==> src/rtl/core/assert_macros.svh <==
// assertion macros used by the top-level rtl file
// expects signals named clk and rst in the scope of use
`ifndef ASSERT_MACROS_SVH
`define ASSERT_MACROS_SVH

// property must hold at every clock edge outside reset
`define SWLCD_ASSERT(lbl, prop) \
  lbl: assert property (@(posedge clk) disable iff (rst) (prop)) \
    else $error("swlcd assertion failed");

// condition must never be true outside reset
`define SWLCD_NEVER(lbl, cond) \
  `SWLCD_ASSERT(lbl, !(cond))

`endif

==> src/rtl/core/swlcd_pkg.sv <==
// types and constants of the stopwatch lcd write generator
// no dependencies
`default_nettype none

package swlcd_pkg;

  // field widths
  localparam int MsW       = 23;
  localparam int NumDigits = 6;
  localparam int StepW     = 3;
  localparam int NumWrites = 18;
  localparam int IdxW      = 5;
  localparam int QueueDepth = 2;

  // time limits and digit weights in ms, most significant digit first
  localparam logic [MsW-1:0] MaxMs = 23'd5999999;
  localparam int unsigned Weights [NumDigits] = '{600000, 60000, 10000, 1000, 100, 10};

  // display codes
  localparam logic [7:0] CmdDdram   = 8'h80;
  localparam logic [7:0] Row1Offset = 8'h40;
  localparam logic [7:0] HeaderCol  = 8'h04;
  localparam logic [7:0] CmdRow0    = CmdDdram + HeaderCol;
  localparam logic [7:0] CmdRow1    = CmdDdram + Row1Offset + HeaderCol;
  localparam logic [7:0] AsciiZero  = 8'h30;
  localparam logic [7:0] AsciiColon = 8'h3A;
  localparam logic [6:0] SettleCmd  = 7'd50;
  localparam logic [6:0] SettleData = 7'd100;

  typedef struct packed {
    logic [MsW-1:0] total_ms;
    logic           running;
  } in_t;

  typedef struct packed {
    logic       reg_select;
    logic [7:0] lcd_byte;
    logic [6:0] settle_us;
    logic       last;
  } out_t;

  // one converted item waiting for the display sequencer
  typedef struct packed {
    logic                      running;
    logic [NumDigits-1:0][3:0] digits;
  } task_t;

  // queue status seen by the front and the top level
  typedef struct packed {
    logic full;
    logic empty;
  } qstat_t;

endpackage

`default_nettype wire

==> src/rtl/core/swlcd_front.sv <==
// front part: accepts a time, saturates it and splits it into six decimal digits
// depends on swlcd_pkg
`default_nettype none

module swlcd_front (
  input  logic             clk,
  input  logic             rst,
  input  logic             in_valid,
  output logic             in_ready,
  input  swlcd_pkg::in_t   in_data,
  output logic             push,
  input  swlcd_pkg::qstat_t q_status,
  output swlcd_pkg::task_t push_task
);
  import swlcd_pkg::*;

  typedef enum logic [1:0] {
    ST_IDLE = 2'b01,
    ST_CONV = 2'b10
  } state_t;

  state_t                    state, state_next;
  logic [StepW-1:0]          step;
  logic [MsW-1:0]            rem;
  logic                      running;
  logic [NumDigits-1:0][3:0] digits;

  logic [MsW-1:0]            mult_tab [NumDigits][10];
  logic [3:0]                digit;
  logic [MsW-1:0]            rem_sub;
  logic                      last_step;
  logic                      advance;
  logic                      accept;

  // constant multiples of each digit weight
  for (genvar s = 0; s < NumDigits; s++) begin : g_tab_s
    for (genvar k = 0; k < 10; k++) begin : g_tab_k
      assign mult_tab[s][k] = MsW'(Weights[s] * k);
    end
  end

  // one digit per cycle, the last held while the queue is full: count the multiples that fit, then subtract
  always_comb begin
    digit = '0;
    for (int k = 1; k < 10; k++) begin
      if (rem >= mult_tab[step][k]) digit = 4'(k);
    end
  end
  assign rem_sub = rem - mult_tab[step][digit];

  // handshake with input and queue
  assign last_step = (step == StepW'(NumDigits - 1));
  assign push      = (state == ST_CONV) && last_step && !q_status.full;
  assign advance   = (state == ST_CONV) && (!last_step || !q_status.full);
  assign in_ready  = (state == ST_IDLE) || push;
  assign accept    = in_valid && in_ready;

  // converted item, last digit taken straight from this cycle
  always_comb begin
    push_task.running = running;
    push_task.digits  = digits;
    push_task.digits[NumDigits-1] = digit;
  end

  // state sequencing
  always_comb begin
    state_next = state;
    unique case (state)
      ST_IDLE: begin
        if (accept) state_next = ST_CONV;
      end
      ST_CONV: begin
        if (accept) state_next = ST_CONV;
        else if (push) state_next = ST_IDLE;
      end
      default: state_next = ST_IDLE;
    endcase
  end

  always_ff @(posedge clk) begin
    if (rst) begin
      state <= ST_IDLE;
    end else begin
      state <= state_next;
    end
  end

  // working registers
  always_ff @(posedge clk) begin
    if (accept) begin
      rem     <= (in_data.total_ms > MaxMs) ? MaxMs : in_data.total_ms;
      running <= in_data.running;
      step    <= '0;
    end else if (advance) begin
      digits[step] <= digit;
      rem          <= rem_sub;
      step         <= step + StepW'(1);
    end
  end

endmodule

`default_nettype wire

==> src/rtl/core/swlcd_queue.sv <==
// short queue of converted items between the front and the sequencer
// depends on swlcd_pkg
`default_nettype none

module swlcd_queue #(
  parameter int Depth = swlcd_pkg::QueueDepth
) (
  input  logic              clk,
  input  logic              rst,
  input  logic              push,
  input  swlcd_pkg::task_t  push_task,
  input  logic              pop,
  output logic              head_valid,
  output swlcd_pkg::task_t  head,
  output swlcd_pkg::qstat_t status
);
  import swlcd_pkg::*;

  localparam int PtrW = (Depth > 1) ? $clog2(Depth) : 1;
  localparam int CntW = $clog2(Depth + 1);

  task_t             store [Depth];
  logic [PtrW-1:0]   wr_ptr;
  logic [PtrW-1:0]   rd_ptr;
  logic [CntW-1:0]   count;
  logic              do_push;
  logic              do_pop;

  assign status.full  = (count == CntW'(Depth));
  assign status.empty = (count == '0);
  assign head_valid   = !status.empty;
  assign head         = store[rd_ptr];
  assign do_push      = push && !status.full;
  assign do_pop       = pop && !status.empty;

  // storage
  always_ff @(posedge clk) begin
    if (do_push) store[wr_ptr] <= push_task;
  end

  // pointers and fill count
  always_ff @(posedge clk) begin
    if (rst) begin
      wr_ptr <= '0;
      rd_ptr <= '0;
      count  <= '0;
    end else begin
      if (do_push) wr_ptr <= (wr_ptr == PtrW'(Depth - 1)) ? '0 : wr_ptr + PtrW'(1);
      if (do_pop)  rd_ptr <= (rd_ptr == PtrW'(Depth - 1)) ? '0 : rd_ptr + PtrW'(1);
      if (do_push && !do_pop) count <= count + CntW'(1);
      else if (do_pop && !do_push) count <= count - CntW'(1);
    end
  end

endmodule

`default_nettype wire

==> src/rtl/core/swlcd_back.sv <==
// back part: sequences the eighteen display writes of one converted item
// depends on swlcd_pkg
`default_nettype none

module swlcd_back (
  input  logic             clk,
  input  logic             rst,
  input  logic             head_valid,
  input  swlcd_pkg::task_t head,
  output logic             pop,
  output logic             out_valid,
  input  logic             out_ready,
  output swlcd_pkg::out_t  out_data
);
  import swlcd_pkg::*;

  logic [IdxW-1:0] idx;
  logic            advance;
  logic            last_write;
  out_t            write_next;

  // header text, one character per position
  function automatic logic [7:0] header_char(input logic run, input logic [2:0] pos);
    logic [7:0] ch;
    ch = AsciiColon;
    if (run) begin
      unique case (pos)
        3'd0: ch = "R";
        3'd1: ch = "u";
        3'd2: ch = "n";
        3'd3: ch = "n";
        3'd4: ch = "i";
        3'd5: ch = "n";
        3'd6: ch = "g";
        default: ch = AsciiColon;
      endcase
    end else begin
      unique case (pos)
        3'd0: ch = "S";
        3'd1: ch = "t";
        3'd2: ch = "o";
        3'd3: ch = "p";
        3'd4: ch = "p";
        3'd5: ch = "e";
        3'd6: ch = "d";
        default: ch = AsciiColon;
      endcase
    end
    return ch;
  endfunction

  function automatic logic [7:0] digit_char(input logic [3:0] d);
    return AsciiZero | {4'b0000, d};
  endfunction

  // write for the current position in the sequence
  always_comb begin
    write_next.reg_select = 1'b1;
    write_next.lcd_byte   = AsciiColon;
    write_next.last       = last_write;
    unique case (idx)
      5'd0: begin
        write_next.reg_select = 1'b0;
        write_next.lcd_byte   = CmdRow0;
      end
      5'd1, 5'd2, 5'd3, 5'd4, 5'd5, 5'd6, 5'd7, 5'd8: begin
        write_next.lcd_byte = header_char(head.running, 3'(idx - IdxW'(1)));
      end
      5'd9: begin
        write_next.reg_select = 1'b0;
        write_next.lcd_byte   = CmdRow1;
      end
      5'd10: write_next.lcd_byte = digit_char(head.digits[0]);
      5'd11: write_next.lcd_byte = digit_char(head.digits[1]);
      5'd13: write_next.lcd_byte = digit_char(head.digits[2]);
      5'd14: write_next.lcd_byte = digit_char(head.digits[3]);
      5'd16: write_next.lcd_byte = digit_char(head.digits[4]);
      5'd17: write_next.lcd_byte = digit_char(head.digits[5]);
      default: write_next.lcd_byte = AsciiColon;
    endcase
    write_next.settle_us = write_next.reg_select ? SettleData : SettleCmd;
  end

  // one write per cycle while the output register can take it
  assign last_write = (idx == IdxW'(NumWrites - 1));
  assign advance    = head_valid && (!out_valid || out_ready);
  assign pop        = advance && last_write;

  always_ff @(posedge clk) begin
    if (rst) begin
      idx       <= '0;
      out_valid <= 1'b0;
    end else if (advance) begin
      idx       <= last_write ? '0 : idx + IdxW'(1);
      out_valid <= 1'b1;
    end else if (out_ready) begin
      out_valid <= 1'b0;
    end
  end

  // output register payload
  always_ff @(posedge clk) begin
    if (advance) out_data <= write_next;
  end

endmodule

`default_nettype wire

==> src/rtl/core/stopwatch_time_to_lcd_writes_top.sv <==
// Stopwatch time to character-LCD writes. Each transaction in carries a time in ms
// (saturated at 99:59.999) and a running flag; it yields eighteen byte writes out:
// cursor command, eight header characters, cursor command, then MM:SS:HH as ASCII,
// with last set on the eighteenth. The front converts a time one decimal digit per
// cycle, holding the last while the queue is full, by a compare-and-subtract against
// constant digit weights, and hands it to a two-entry queue; the sequencer then emits
// one write per cycle while out_ready allows, through a registered output. The front
// takes a new time as it pushes the last one; the output port sets the item rate.
// depends on swlcd_pkg, swlcd_front, swlcd_queue, swlcd_back, assert_macros.svh
`default_nettype none
`include "assert_macros.svh"

module stopwatch_time_to_lcd_writes_top #(
  parameter int QueueDepth = swlcd_pkg::QueueDepth
) (
  input  logic            clk,
  input  logic            rst,
  input  logic            in_valid,
  output logic            in_ready,
  input  swlcd_pkg::in_t  in_data,
  output logic            out_valid,
  input  logic            out_ready,
  output swlcd_pkg::out_t out_data
);
  import swlcd_pkg::*;

  logic    q_push;
  logic    q_pop;
  logic    q_head_valid;
  task_t   q_push_task;
  task_t   q_head;
  qstat_t  q_status;
  logic    out_is_digit;
  logic    out_settle_ok;

  // digit conversion
  swlcd_front u_front (
    .clk       (clk),
    .rst       (rst),
    .in_valid  (in_valid),
    .in_ready  (in_ready),
    .in_data   (in_data),
    .push      (q_push),
    .q_status  (q_status),
    .push_task (q_push_task)
  );

  // decoupling queue
  swlcd_queue #(
    .Depth (QueueDepth)
  ) u_queue (
    .clk        (clk),
    .rst        (rst),
    .push       (q_push),
    .push_task  (q_push_task),
    .pop        (q_pop),
    .head_valid (q_head_valid),
    .head       (q_head),
    .status     (q_status)
  );

  // write sequencer
  swlcd_back u_back (
    .clk        (clk),
    .rst        (rst),
    .head_valid (q_head_valid),
    .head       (q_head),
    .pop        (q_pop),
    .out_valid  (out_valid),
    .out_ready  (out_ready),
    .out_data   (out_data)
  );

  // output write classification for the checks
  assign out_is_digit  = out_data.reg_select && (out_data.lcd_byte[7:4] == 4'h3);
  assign out_settle_ok = out_data.reg_select ? (out_data.settle_us == SettleData)
                                             : (out_data.settle_us == SettleCmd);

  // checks
  `SWLCD_NEVER(a_no_push_full, q_push && q_status.full)
  `SWLCD_ASSERT(a_accept_busy, (in_valid && in_ready) |=> !in_ready)
  `SWLCD_ASSERT(a_last_is_digit, (out_valid && out_data.last) |-> out_is_digit)
  `SWLCD_ASSERT(a_settle, out_valid |-> out_settle_ok)

endmodule

`default_nettype wire
==> config.mk <==
export PLATFORM = sky130hd
export DESIGN_NAME = stopwatch_time_to_lcd_writes_top
export DESIGN_NICKNAME = d
export VERILOG_FILES = /design/src/rtl/core/swlcd_pkg.sv /design/src/rtl/core/swlcd_front.sv /design/src/rtl/core/swlcd_queue.sv /design/src/rtl/core/swlcd_back.sv /design/src/rtl/core/stopwatch_time_to_lcd_writes_top.sv
export VERILOG_INCLUDE_DIRS = /design/src /design/src/rtl/core
export SDC_FILE = /design/constraint.sdc
export NUM_CORES = 1
export LEC_CHECK = 0
export BUFFER_PORTS_ARGS = -buffer_cell sky130_fd_sc_hd__buf_2
export CORE_MARGIN = 10
export CORE_UTILIZATION = 35
export DETAILED_ROUTE_END_ITERATION = 6
export REMOVE_ABC_BUFFERS = 1
export SETUP_SLACK_MARGIN = 0.3
export SLEW_MARGIN = 30
export SYNTH_ARGS = -nofsm -noshare
export SYNTH_HDL_FRONTEND = slang
export SYNTH_SLANG_ARGS = --single-unit
==> constraint.sdc <==
create_clock -name clk -period 9.2 [get_ports clk]
set_clock_uncertainty 0.15 [all_clocks]
set_input_delay 1.38 -clock clk [delete_from_list [all_inputs] [get_ports clk]]
set_output_delay 1.38 -clock clk [all_outputs]
set_load 0.05 [all_outputs]
==> results_dict.tcl <==
set metrics [dict create \
    status "finished, violations left" \
    violations "design-rule violations" \
    setup_ws_ns 0.933 \
    yosysTopAreaCellShare_pct 30.0 \
    arrival_ns 8.28 \
    root_buffer "clkbuf_16" \
    dieHeight_um 193 \
    hpwl_um 26300 \
    crit_slowest_cell "a222oi_1" \
    antenna_left 0 \
    ys_seq_area_share_pct 33.0 \
    antenna_found_initial 0 \
    vias_per_cell 5.90 \
    grt_max_degree 31 \
    first_global_vias 9073 \
    first_pass_iters 7 \
    rr_endpoint "u_front.rem[21]$_DFFE_PP_" \
    yosys_warnings 0 \
    synth-edff-count 105 \
    vias 9315 \
    clockBufferDepth 2 \
    netlist_area_um2 10500 \
    tightestPinTransition_ns 0.895 \
    syn_area_per_cell_um2 9.30 \
    hp-class "reg -> reg" \
    track_usage_pct 17.6 \
    crit_path_end_kind "flop" \
    io-pin-count 47 \
    die_area_um2 37400 \
    numCtsBuffers 17 \
    setup_viol 0 \
    cts_hold_buf 0 \
    post-route-drc-count 1 \
    wire_per_inst_um 21.7 \
    start_util_pct 35.5 \
    numPortBuffers 43 \
    num_antenna_cells 0 \
    cts_max_level 4 \
    placementRows 63 \
    path_buf_inv 5 \
    clk_latency_ns 0.43 \
    ff2ff_path_depth 28 \
    grt_pass1_wl_um 52900 \
    setup.worst_path.start "u_front.step[1]$_SDFFE_PP0P_" \
    grt_overflow_total 0 \
    synthFlopType "edfxtp_1" \
    ys_seq_elements 121 \
    area_delta_synth_final_pct 12.2 \
    rsz0062_at_grt "no" \
    netlist_top_cells_count "ha_1 (154), edfxtp_1 (105), nor2_1 (87)" \
    worst_setup_hold_path_clk_slew_ns 0.07 \
    core-area_um2 29600 \
    post-place-ws_ns 1.01 \
    async_flop_share_pct 0 \
    place_congestion 1.02 \
    synth_cells 1131 \
    slew_headroom_pct 39.8 \
    cp_common_cell "ha_1" \
    ys_top_cells_by_area "edfxtp_1 (30%), ha_1 (18%), a21oi_1 (3.8%)" \
    finalCritPeriodShare_pct 89.9 \
    post_cts_buffers 0 \
    synth_top_area_cell "edfxtp_1" \
    drtIter0Drc 894 \
    ys_types 82 \
    max_cap_viol_count 0 \
    worstPathRequired_ns 9.21 \
    cts_tree "yes" \
    slew_viol_final 0 \
    cts_sinks 121 \
    critPathCapture "u_front.rem[21]$_DFFE_PP_" \
    clock.fmax_ghz 0.121 \
    path_class "reg -> reg" \
    die-width_um 193 \
    cp_top_family "compound AO/OA/AOI/OAI gates" \
    worst-path-max-fanout 14 \
    nets 1357 \
    drive_gt1_share_pct 10.3 \
    startpoint_type "flop" \
    timing.rr.start "u_front.step[1]$_SDFFE_PP0P_" \
    finalHoldViolCount 0 \
    ff2ff_setup_slack_ns 0.93 \
    yosysMostFrequentCell "ha_1" \
    fin_crit_ns 8.27 \
    critPathMaxStageDelay_ns 0.76 \
    fin_tns_setup_ns 0 \
    wirelength_um 34200 \
    crit_cells 28 \
]
[worst min-delay path by stage]
stage	start	cells past startpoint	endpoint	slack [ns]
floorplan	u_front.push_task[0]$_DFFE_PP_	0	u_queue.store[0][0]$_DFFE_PP_	0.27
global placement	u_front.push_task[7]$_DFFE_PP_	0	u_queue.store[0][7]$_DFFE_PP_	0.27
detailed placement	u_front.push_task[6]$_DFFE_PP_	0	u_queue.store[1][6]$_DFFE_PP_	0.28
CTS	u_front.push_task[6]$_DFFE_PP_	0	u_queue.store[1][6]$_DFFE_PP_	0.29
global route	u_front.push_task[3]$_DFFE_PP_	0	u_queue.store[1][3]$_DFFE_PP_	0.30
finish	u_front.push_task[6]$_DFFE_PP_	0	u_queue.store[1][6]$_DFFE_PP_	0.29
[registers in the layout, indices dropped and copies added, names as in the netlist, named ones only]
signal and flops:
u_back.idx 5, u_back.out_data 11, u_back.out_valid 1, u_front.push_task 20
u_front.rem 22, u_front.running 1, u_front.state 2, u_front.step 3
u_queue.count 2, u_queue.rd_ptr 1, u_queue.store 50, u_queue.wr_ptr 1
[repair_timing]
item                                   CTS  global route
endpoints found under the hold margin    0             0
setup endpoints to repair                0             1
resized for setup                        0             1
[logic make-up (layout without fill, tap and decap cells)]
group | Yosys count | count (layout) | share of synthesized area [%]
buffers and inverters | 99 | 154 | 3.97
other | 2 | 3 | 0.0714
and+or+nand+nor | 349 | 349 | 16.7
xor gates and xnor gates | 33 | 33 | 2.75
adders and majority gates | 154 | 154 | 18.3
muxes | 41 | 41 | 4.21
DFF | 121 | 121 | 33.0
AOI/OAI and AO/OA | 332 | 333 | 20.9
[layer usage]
| layer | vias to the layer above | GRT usage [%] | wire (um) |
|---|---|---|---|
| li1 | 4423 | - | - |
| met1 | 4464 | 22.1 | 14900 |
| met2 | 350 | 28.9 | 16000 |
| met3 | 78 | 3.48 | 2040 |
| met4 | 0 | 7.35 | 1230 |
| met5 | - | 0 | 0 |
[layout by cell type, fill, tap and decap left out, types with 8 or more instances in the layout]
| cell type | instances |
|---|---|
| a211oi_1 | 14 |
| a21o_1 | 20 |
| a21oi_1 | 79 |
| a221oi_1 | 8 |
| a22oi_1 | 14 |
| and2_1 | 9 |
| and3_1 | 12 |
| buf_2 | 43 |
| buf_4 | 22 |
| clkbuf_16 | 17 |
| dfxtp_1 | 16 |
| edfxtp_1 | 105 |
| ha_1 | 154 |
| inv_1 | 52 |
| mux2i_1 | 33 |
| nand2_1 | 74 |
| nand2b_1 | 20 |
| nand3_1 | 29 |
| nand4_1 | 16 |
| nor2_1 | 87 |
| nor2b_1 | 12 |
| nor3_1 | 39 |
| o211ai_1 | 17 |
| o21a_1 | 9 |
| o21ai_0 | 62 |
| o21ai_1 | 16 |
| o22ai_1 | 22 |
| xnor2_1 | 19 |
| xor2_1 | 14 |
[stage by stage]
stage                     cells  util (%)  instance area [um2]  hold slack [ns]
after global routing       1578      39.8                11800            0.304
final                      1578      39.8                11800            0.291
after floorplan            1090         -                10300            0.271
after global placement     1545      37.8                11200            0.273
after CTS                  1577      39.8                11800            0.293
after detailed placement   1545      37.8                11200            0.279
[final cells by class]
class / instances / area [um2]
Fill cell: 2978 / 17800
Multi-Input combinational cell: 913 / 6660
Sequential cell: 121 / 3470
Tap cell: 390 / 488
Clock buffer: 17 / 425
Timing Repair Buffer: 65 / 380
Inverter: 57 / 214
Clock inverter: 15 / 158
Power is not shown: default switching activity piles up to over one toggle a cycle in this logic, so the estimate is an artifact.
